===== src/rtl/core/spq_pkg.sv =====
`timescale 1ns / 1ps
`default_nettype none
package spq_pkg;

  localparam int SPQ_DEPTH = 16;
  localparam int DATA_W    = 32;
  localparam int PRIO_W    = 16;
  localparam int CNT_W     = $clog2(SPQ_DEPTH + 1);

  localparam logic OP_ENQ = 1'b0;
  localparam logic OP_DEQ = 1'b1;

  localparam logic [1:0] STATUS_OK    = 2'd0;
  localparam logic [1:0] STATUS_FULL  = 2'd1;
  localparam logic [1:0] STATUS_EMPTY = 2'd2;

  typedef struct packed {
    logic                     operation;
    logic [DATA_W-1:0]        item_data;
    logic signed [PRIO_W-1:0] item_priority;
  } in_req_t;

  typedef struct packed {
    logic [1:0]               status;
    logic [DATA_W-1:0]        out_data;
    logic signed [PRIO_W-1:0] out_priority;
    logic [CNT_W-1:0]         entry_count;
  } out_rsp_t;

  // controller to datapath
  typedef struct packed {
    logic       load;
    logic       enq;
    logic       deq;
    logic [1:0] status;
  } dp_cmd_t;

  // datapath to controller
  typedef struct packed {
    logic full;
    logic empty;
  } dp_sts_t;

endpackage
`default_nettype wire


===== src/rtl/core/spq_ctrl.sv =====
`timescale 1ns / 1ps
`default_nettype none
module spq_ctrl (
  input  wire logic             clk,
  input  wire logic             rst_n,
  input  wire logic             in_valid,
  output logic                  in_stall,
  input  wire logic             operation,
  output logic                  out_valid,
  input  wire logic             out_stall,
  input  wire spq_pkg::dp_sts_t sts,
  output spq_pkg::dp_cmd_t      cmd
);
  import spq_pkg::*;

  localparam logic ST_OUT_EMPTY = 1'b0;
  localparam logic ST_OUT_HELD  = 1'b1;

  logic state_r;
  logic state_nxt;
  logic accept;

  // a new request may enter unless a held result is stalled this cycle
  assign in_stall  = (state_r == ST_OUT_HELD) && out_stall;
  assign accept    = in_valid && !in_stall;
  assign out_valid = (state_r == ST_OUT_HELD);

  always_comb begin
    cmd.load   = accept;
    cmd.enq    = 1'b0;
    cmd.deq    = 1'b0;
    cmd.status = STATUS_OK;
    if (accept) begin
      case (operation)
        OP_ENQ: begin
          if (sts.full) begin
            cmd.status = STATUS_FULL;
          end else begin
            cmd.enq = 1'b1;
          end
        end
        OP_DEQ: begin
          if (sts.empty) begin
            cmd.status = STATUS_EMPTY;
          end else begin
            cmd.deq = 1'b1;
          end
        end
        default: begin
          cmd.status = STATUS_OK;
        end
      endcase
    end
  end

  always_comb begin
    state_nxt = state_r;
    case (state_r)
      ST_OUT_EMPTY: begin
        if (accept) begin
          state_nxt = ST_OUT_HELD;
        end
      end
      ST_OUT_HELD: begin
        if (accept) begin
          state_nxt = ST_OUT_HELD;
        end else if (!out_stall) begin
          state_nxt = ST_OUT_EMPTY;
        end
      end
      default: state_nxt = ST_OUT_EMPTY;
    endcase
  end

  always_ff @(posedge clk) begin
    if (!rst_n) begin
      state_r <= ST_OUT_EMPTY;
    end else begin
      state_r <= state_nxt;
    end
  end

endmodule
`default_nettype wire


===== src/rtl/core/spq_datapath.sv =====
`timescale 1ns / 1ps
`default_nettype none
module spq_datapath (
  input  wire logic                             clk,
  input  wire logic                             rst_n,
  input  wire logic [spq_pkg::DATA_W-1:0]       item_data,
  input  wire logic signed [spq_pkg::PRIO_W-1:0] item_priority,
  input  wire spq_pkg::dp_cmd_t                 cmd,
  output spq_pkg::dp_sts_t                      sts,
  output spq_pkg::out_rsp_t                     rsp
);
  import spq_pkg::*;

  logic [DATA_W-1:0]        data_r   [SPQ_DEPTH];
  logic [DATA_W-1:0]        data_nxt [SPQ_DEPTH];
  logic signed [PRIO_W-1:0] prio_r   [SPQ_DEPTH];
  logic signed [PRIO_W-1:0] prio_nxt [SPQ_DEPTH];
  logic [SPQ_DEPTH-1:0]     keep;
  logic [CNT_W-1:0]         count_r;
  logic [CNT_W-1:0]         count_nxt;
  out_rsp_t                 rsp_r;
  out_rsp_t                 rsp_nxt;

  assign sts.full  = (count_r == CNT_W'(SPQ_DEPTH));
  assign sts.empty = (count_r == '0);
  assign rsp       = rsp_r;

  // cells at or above a held entry of equal or higher priority stay put;
  // since the chain is sorted this is a prefix of cells
  always_comb begin
    for (int i = 0; i < SPQ_DEPTH; i++) begin
      keep[i] = (CNT_W'(i) < count_r) && (prio_r[i] >= item_priority);
    end
  end

  for (genvar g = 0; g < SPQ_DEPTH; g++) begin : g_cell
    logic prev_keep;
    logic [DATA_W-1:0]        up_data;
    logic signed [PRIO_W-1:0] up_prio;

    if (g == 0) begin : g_head
      assign prev_keep = 1'b1;
      assign up_data   = item_data;
      assign up_prio   = item_priority;
    end else begin : g_body
      assign prev_keep = keep[g-1];
      assign up_data   = data_r[g-1];
      assign up_prio   = prio_r[g-1];
    end

    always_comb begin
      data_nxt[g] = data_r[g];
      prio_nxt[g] = prio_r[g];
      if (cmd.enq && !keep[g]) begin
        if (prev_keep) begin
          data_nxt[g] = item_data;
          prio_nxt[g] = item_priority;
        end else begin
          data_nxt[g] = up_data;
          prio_nxt[g] = up_prio;
        end
      end else if (cmd.deq && (g < SPQ_DEPTH - 1)) begin
        data_nxt[g] = data_r[(g < SPQ_DEPTH - 1) ? g + 1 : g];
        prio_nxt[g] = prio_r[(g < SPQ_DEPTH - 1) ? g + 1 : g];
      end
    end

    always_ff @(posedge clk) begin
      data_r[g] <= data_nxt[g];
      prio_r[g] <= prio_nxt[g];
    end
  end

  always_comb begin
    count_nxt = count_r;
    if (cmd.enq) begin
      count_nxt = count_r + CNT_W'(1);
    end else if (cmd.deq) begin
      count_nxt = count_r - CNT_W'(1);
    end
  end

  always_comb begin
    rsp_nxt              = rsp_r;
    if (cmd.load) begin
      rsp_nxt.status       = cmd.status;
      rsp_nxt.out_data     = cmd.deq ? data_r[0] : '0;
      rsp_nxt.out_priority = cmd.deq ? prio_r[0] : '0;
      rsp_nxt.entry_count  = count_nxt;
    end
  end

  always_ff @(posedge clk) begin
    if (!rst_n) begin
      count_r <= '0;
    end else begin
      count_r <= count_nxt;
    end
  end

  always_ff @(posedge clk) begin
    rsp_r <= rsp_nxt;
  end

endmodule
`default_nettype wire


===== src/rtl/core/sorted_priority_queue_top.sv =====
// Sorted priority queue, up to 16 entries of a 32-bit data word and a
// signed 16-bit priority, highest priority at the front.
// Input channel: in_valid / in_stall / in_req. A request is taken when
// in_valid is high and in_stall low. operation 0 inserts the entry behind
// all entries of equal or higher priority; operation 1 removes the front.
// Result channel: out_valid / out_stall / out_rsp. Every request yields one
// result: status (ok, full with the insert dropped, or empty with nothing
// removed), the removed entry (zero unless a dequeue succeeded) and the
// entry count after the request.
// The result is registered: it appears in the output register the cycle
// after acceptance. Throughput is one request per cycle while out_stall is
// low; the whole insert or remove is a parallel shift across the register
// cell chain. When the receiver stalls, the result is held and in_stall
// rises until the result is taken; one request can enter in the cycle the
// result drains. Reset clears the entry count and marks the output register
// empty; the cells keep whatever they hold and are never read until written.
`timescale 1ns / 1ps
`default_nettype none
module sorted_priority_queue_top (
  input  wire logic              clk,
  input  wire logic              rst_n,
  input  wire logic              in_valid,
  output logic                   in_stall,
  input  wire spq_pkg::in_req_t  in_req,
  output logic                   out_valid,
  input  wire logic              out_stall,
  output spq_pkg::out_rsp_t      out_rsp
);
  import spq_pkg::*;

  dp_cmd_t cmd;
  dp_sts_t sts;

  spq_ctrl u_ctrl (
    .clk       (clk),
    .rst_n     (rst_n),
    .in_valid  (in_valid),
    .in_stall  (in_stall),
    .operation (in_req.operation),
    .out_valid (out_valid),
    .out_stall (out_stall),
    .sts       (sts),
    .cmd       (cmd)
  );

  spq_datapath u_datapath (
    .clk           (clk),
    .rst_n         (rst_n),
    .item_data     (in_req.item_data),
    .item_priority (in_req.item_priority),
    .cmd           (cmd),
    .sts           (sts),
    .rsp           (out_rsp)
  );

  a_accept_gives_result: assert property (@(posedge clk) disable iff (!rst_n)
    (in_valid && !in_stall) |=> out_valid)
    else $error("accepted request produced no result");

  a_count_bounded: assert property (@(posedge clk) disable iff (!rst_n)
    out_valid |-> (out_rsp.entry_count <= CNT_W'(SPQ_DEPTH)))
    else $error("entry count above depth");

  a_flag_zero_payload: assert property (@(posedge clk) disable iff (!rst_n)
    (out_valid && (out_rsp.status != STATUS_OK)) |->
      (out_rsp.out_data == '0 && out_rsp.out_priority == '0))
    else $error("flagged result carries a payload");

  a_full_only_at_depth: assert property (@(posedge clk) disable iff (!rst_n)
    (out_valid && (out_rsp.status == STATUS_FULL)) |->
      (out_rsp.entry_count == CNT_W'(SPQ_DEPTH)))
    else $error("full status below depth");

endmodule
`default_nettype wire

===== config.mk =====
export PLATFORM = sky130hd
export DESIGN_NAME = sorted_priority_queue_top
export DESIGN_NICKNAME = d
export VERILOG_FILES = /design/src/rtl/core/spq_pkg.sv /design/src/rtl/core/spq_ctrl.sv /design/src/rtl/core/spq_datapath.sv /design/src/rtl/core/sorted_priority_queue_top.sv
export SDC_FILE = /design/constraint.sdc
export NUM_CORES = 2
export LEC_CHECK = 0
export BUFFER_PORTS_ARGS = -buffer_cell sky130_fd_sc_hd__buf_2
export CAP_MARGIN = 5
export CELL_PAD_IN_SITES_DETAIL_PLACEMENT = 1
export CELL_PAD_IN_SITES_GLOBAL_PLACEMENT = 1
export CORE_MARGIN = 3
export CORE_UTILIZATION = 50
export DETAILED_ROUTE_END_ITERATION = 10
export PLACE_DENSITY = 0.76
export SLEW_MARGIN = 20
export SYNTH_ARGS = -nofsm -noshare
export SYNTH_HDL_FRONTEND = slang
export SYNTH_SLANG_ARGS = --single-unit

===== constraint.sdc =====
create_clock -name clk -period 19.2 [get_ports clk]
set_input_delay 2.88 -clock clk [delete_from_list [all_inputs] [get_ports clk]]
set_output_delay 2.88 -clock clk [all_outputs]
set_load 0.02 [all_outputs]

### Word level (Yosys, flattened, before mapping)

Memory sizes are Yosys's and may differ from the RTL's.
Cells that the tools add are included.

| cells by class | value |
|---|---|
| equal/unequal tests | 1 |
| order comparisons | 32 |
| reduce and logical (&&, ||, !) cells | 52 |
| add/sub/neg operators | 2 |
| bitwise operators | 2 |
| muxes and demuxes | 106 |

Operators with widths:

| cell | count |
|---|---|
| $mux W32 | 46 |
| $mux W16 | 46 |
| $ge A16 B16 Y1 | 16 |
| $lt A4 B5 Y1 const A | 8 |
| $logic_and A1 B1 Y1 | 34 |
| $lt A3 B5 Y1 const A | 4 |
| $logic_not A1 Y1 | 17 |
| $lt A1 B5 Y1 const A | 2 |
| $lt A2 B5 Y1 const A | 2 |
| $mux W5 | 2 |
| $mux W1 | 8 |
| $add A5 B1 Y5 const B | 1 |
| $eq A5 B5 Y1 const B | 1 |
| $logic_not A5 Y1 | 1 |
| $sub A5 B1 Y5 const B | 1 |
| $mux W4 | 1 |
| $pmux W2 S2 | 1 |
| $mux W2 | 1 |
| $not A1 Y1 | 2 |
| $pmux W1 S2 | 1 |

| storage, ports and cells | value |
|---|---|
| bits in writable memories | 768 |
| register bits after elaboration | 61 |
| logic and storage cells | 203 |
| output and inout bits | 57 |
| memories kept | 2 |
| input port bits | 53 |

Memories:

| name | words | bits a word | read ports | clocked after memory_dff | wr ports | RTL line | source |
|---|---|---|---|---|---|---|---|
| u_datapath.data_r | 16 | 32 | 16 | 0 | 16 | spq_datapath.sv:14 | `logic [DATA_W-1:0] data_r [SPQ_DEPTH];` |
| u_datapath.prio_r | 16 | 16 | 16 | 0 | 16 | spq_datapath.sv:16 | `logic signed [PRIO_W-1:0] prio_r [SPQ_DEPTH];` |

### Depth between registers and ports, before layout

| depth | value |
|---|---|
| depth in word-level cells | 6 |
| gate-level depth with buffers | 15 |

### Hierarchy

A second synthesis with hierarchy kept.

| second synthesis, totals | value |
|---|---|
| cells, all modules | 4768 |
| area total of the unflattened synthesis | 51669.6 µm² |

By module, submodules not included:

| module | area each (µm²) | cells each | instances | sequential area each (µm²) |
|---|---|---|---|---|
| spq_datapath | 51572.0 | 4758 | 1 | 24813.8 |
| spq_ctrl | 97.6 | 10 | 1 | 20.0 |

### Least setup slack after synthesis

No wires, ideal clock.

| timing | value |
|---|---|
| path kind | input-to-reg |
| from | input port in_req[1] in the netlist's numbering |
| to | memory u_datapath.data_r[15][0] (netlist: u_datapath.data_r[1][224]) (enable) |
| required time | 18.687 ns |
| path buffers | 2 |
| setup slack | 10.342 ns |
| stages on the path | 11 |
| arrival time | 8.345 ns |
| path through | clkbuf_1 clkbuf_1 inv_1 ha_1 nor2b_1 o21a_1 o21ai_0 a21oi_1 o31a_1 o311a_1 nor3_1 |

RTL lines:

| element | RTL line | source |
|---|---|---|
| start: declaration | sorted_priority_queue_top.sv:24 | `input wire spq_pkg::in_req_t in_req,` |
| end: declaration | spq_datapath.sv:14 |  |

==> summary.md <==
| Metric | Value |
|---|---|
| Post-Route Skew | between 20 and 25 ps |
| Fraction of registers with async set/reset | 0% |
| EDFF count, synth | about 820 |
| Commonest cells in the netlist | 823 x edfxtp_1, 718 x a21oi_1, 674 x mux2i_1, 320 x nor2_1, 276 x o21ai_0 |
| WP buf/inv | 4 |
| Die W | between 300 and 400 µm |
| DRC | 0 |
| Seq/Total Area, Yosys | between 50% and 60% |
| R2r startpoint | u_datapath.count_r[1] |
| Core Region | 92600 µm² |
| Worst path arrival time | between 7000 and 8000 ps |
| Antenna-violating nets left | 0 |
| Hold worst-path end | u_datapath.rsp[31] |
| Max-cap violations | 0 |
| Post-synth top area share | between 50% and 60% |
| Die area | ~100000 µm² |
| Largest family of logic cells by synthesized area | multiplexers |
| Power Dens Cells | about 100 nW/µm² |
| Initial antenna violation count | 5 |
| I/O pin total | 110 |
| Overflow after GRT | 0 |
| Setup Buffers After CTS | 0 |
| Leak Pwr | around 22 nW |
| Slew Limit Fails | 0 |
| Clk Latency, worst-skew pair | around 680 ps |
| Share of cells above drive strength 1 | between 10% and 20% |
| # rows | 111 |
| Post-layout nets | 4418 |
| P&R area growth vs syn | 10.1% |
| Largest delay share family, worst path | buffers and inverters |
| Hold Buf Count CTS | 0 |
| Most common cell in the netlist | edfxtp_1 |
| Sink Count | just over 800 |
| Vias in the first global route | 36868 |
| Initial core utilization | roughly half |
| XOR/XNOR share of the synthesized area | less than 1% |
| CP max-delay cell | or2_2 |
| Synth cell types | 66 |
| CP cell instances | buf_2 -> inv_1 -> ha_1 -> nand4_1 -> or4_1 -> a21oi_1 -> o41ai_1 -> a31oi_4 -> buf_4 -> and2_2 -> or2_2 -> buf_4 |
| Final worst path period share | a little under two fifths |
| Final setup TNS | 0 ps |
| CTS Buf Count | 95 |
| Outcome | completed |
| RSZ-0062 raised after global routing | false |
| Via/cell ratio | around 6.5 |
| Pin count of the biggest net entering global routing | ~150 |
| Switch share | roughly 30% |
| Flop pwr share | 46.0% |
| HP Start | u_datapath.data_r[0][10] |
| Reg2reg path depth | 9 |
| Hold Path Class | flip-flop to flip-flop |
| Clk pwr share | between 30 and 40% |
| Buffers on Ports | approximately 110 |
| First-pass GRT wire length | approximately 230000 µm |
| Dpl cells | around 5300 |
| Startpoint types | primary input |
| Hold Crit Depth | 1 |
| Worst endpoint required time | approximately 20000 ps |
| R2R setup slack | 14180 ps |
| Count of final hold-check violations | 0 |
| Sw power | 0.00154 W |
| Rel. slew slack | 23.9% |
| Mean Syn Cell Area | approximately 11 µm² |
| Main synth FF type | edfxtp_1 |
| Gr usage total | 31.4% |
| Pre-CTS setup slack | about 11000 ps |
| Clk root buf | clkbuf_16 |
| Post-synthesis simple-gate area fraction | slightly above 7% |
| Post-synthesis mux area share | roughly 17% |
| Cell-internal power | around 0.0036 W |
| Vias | between 30000 and 40000 |
| Clock buffer depth | 3 |
| Synth Cell Area | 47100 µm² |
| # setup viols final | 0 |
| Non-Filler Instances | 5427 |
| Iteration-0 DRC Markers | 3365 |
| Reg-to-Reg End | u_datapath.data_r[1][114] |
| CP dominant cell by count | buf_4 |
| Synth Net Count | 4470 |
| Worst setup EP type | flip-flop |
| Synth Instances | between 4000 and 5000 |
| Maximum clock frequency | between 0.1 and 0.15 GHz |
| Adder-cell share of the synthesized area | between 6 and 7% |
| Drt pass-1 iters | 5 |
| FF+latch count, synth | ~830 |
| Chip height | about 310 µm |
| Complex-gate fraction of the synthesized area | 13.1% |
| Total Power | slightly above 0.005 W |
| CTS tree | done |
| Crit Path Max Fanout | 40 |
| Fillers | between 9000 and 10000 |
| Routed WL | around 160000 µm |
| Detailed placement HPWL | slightly below 100000 µm |
| CP Class | primary input to flip-flop |
| Average wire per standard cell | around 29 µm |
| H-tree depth | 3 |
| Worst vdd ir | between 0.08 and 0.09 mV |
| Post-cts sizing count | 0 |
| Gpl congestion | around 0.90 |
| Leading area contributor after synthesis | edfxtp_1 |
| Fin worst setup slack | around 12000 ps |
| Area contributors post-synth | edfxtp_1 52%, mux2i_1 14%, a21oi_1 7.6% |
| Largest stage delay, worst path | 660 ps |
| Yosys warning count | 0 |
| Tmin final | around 7300 ps |
| Combinational share of power | between 15 and 20% |
| Worst Max-Slew Pin Slew | roughly 1100 ps |
| Clk slew on worst S/H paths | roughly 60 ps |
-- area by class of cell --
class / instances / area, µm² / share of cell area [%]
multi-input combinational: 2942 / 21000 / 40.5
sequential: 829 / 24800 / 47.9
clock buffer: 114 / 2510 / 4.84
tap: 1243 / 1560 / 3.00
clock inverter: 59 / 607 / 1.17
antenna: 2 / 5.00 / 0.00965
inverter: 50 / 189 / 0.364
timing repair buffer: 188 / 1190 / 2.29
-- metrics by stage --
step	util, %	area (µm²)	hold slack (ps)
after floorplan	-	47100	519
after global placement	52.6	48700	523
after detailed placement	52.6	48700	537
after CTS	56.0	51800	552
after global routing	56.0	51900	586
final	56.0	51900	551
-- worst max-delay path by stage --
stage                     from                         to  slack, ps  cells past startpoint
floorplan            in_req[1]  u_datapath.data_r[1][224]      10340                     11
global placement    in_req[10]    u_datapath.data_r[0][3]      11500                     10
detailed placement  in_req[10]   u_datapath.prio_r[1][27]      11320                     12
CTS                  in_req[9]   u_datapath.prio_r[1][26]      12010                     12
global route        in_req[14]   u_datapath.data_r[1][59]      11760                     12
finish               in_req[9]   u_datapath.data_r[1][59]      11890                     12
-- flip-flops by register name, indices dropped and copies added (netlist names) --
| name | flops |
|---|---|
| u_datapath.count_r | 5 |
| u_datapath.prio_r | 256 |
| u_ctrl.out_valid | 1 |
| u_datapath.rsp | 55 |
| u_datapath.data_r | 512 |
-- power by group through the flow --
stage | Clock, W | Sequential [W] | Combinational [W]
after global placement | 0 | 0.00240 | 0.000874
after floorplan | 0 | 0.00237 | 0.000599
after global routing | 0.00196 | 0.00240 | 0.00102
after CTS | 0.00188 | 0.00238 | 0.000929
after detailed placement | 0 | 0.00241 | 0.000917
final | 0.00185 | 0.00238 | 0.000940
-- metal layers --
| metal | share of wire [%] | global-route usage, % | vias up | wire length, µm |
|---|---|---|---|---|
| met3 | 7.0 | 4.61 | 238 | 10900 |
| met2 | 45 | 49.2 | 1337 | 70400 |
| li1 | - | - | 15580 | - |
| met1 | 44 | 44.5 | 18143 | 69400 |
| met5 | 0.024 | 0 | - | 37 |
| met4 | 3.7 | 11.6 | 6 | 5730 |
-- cell families (layout without fill, tap and decap cells) --
kind of cell,after synthesis,in the layout
mux,769,769
flops,829,829
other cells,0,2
buf+inv,387,411
compound gates,1154,1154
xor+xnor,2,2
simple gates,758,758
fa+ha+maj,259,259
-- cells in the final DEF (no fill, tap or decap), types with 75 or more instances in the layout --
cell type  synthesis  final
a21oi_1          718    716
buf_2             98    109
buf_4              7     75
clkbuf_16          0     98
edfxtp_1         823    823
ha_1             259    259
mux2_2            95     95
mux2i_1          674    674
nand2_1          219    210
nor2_1           320    319
o21ai_0          276    276
(Power assumes the default switching activity.)
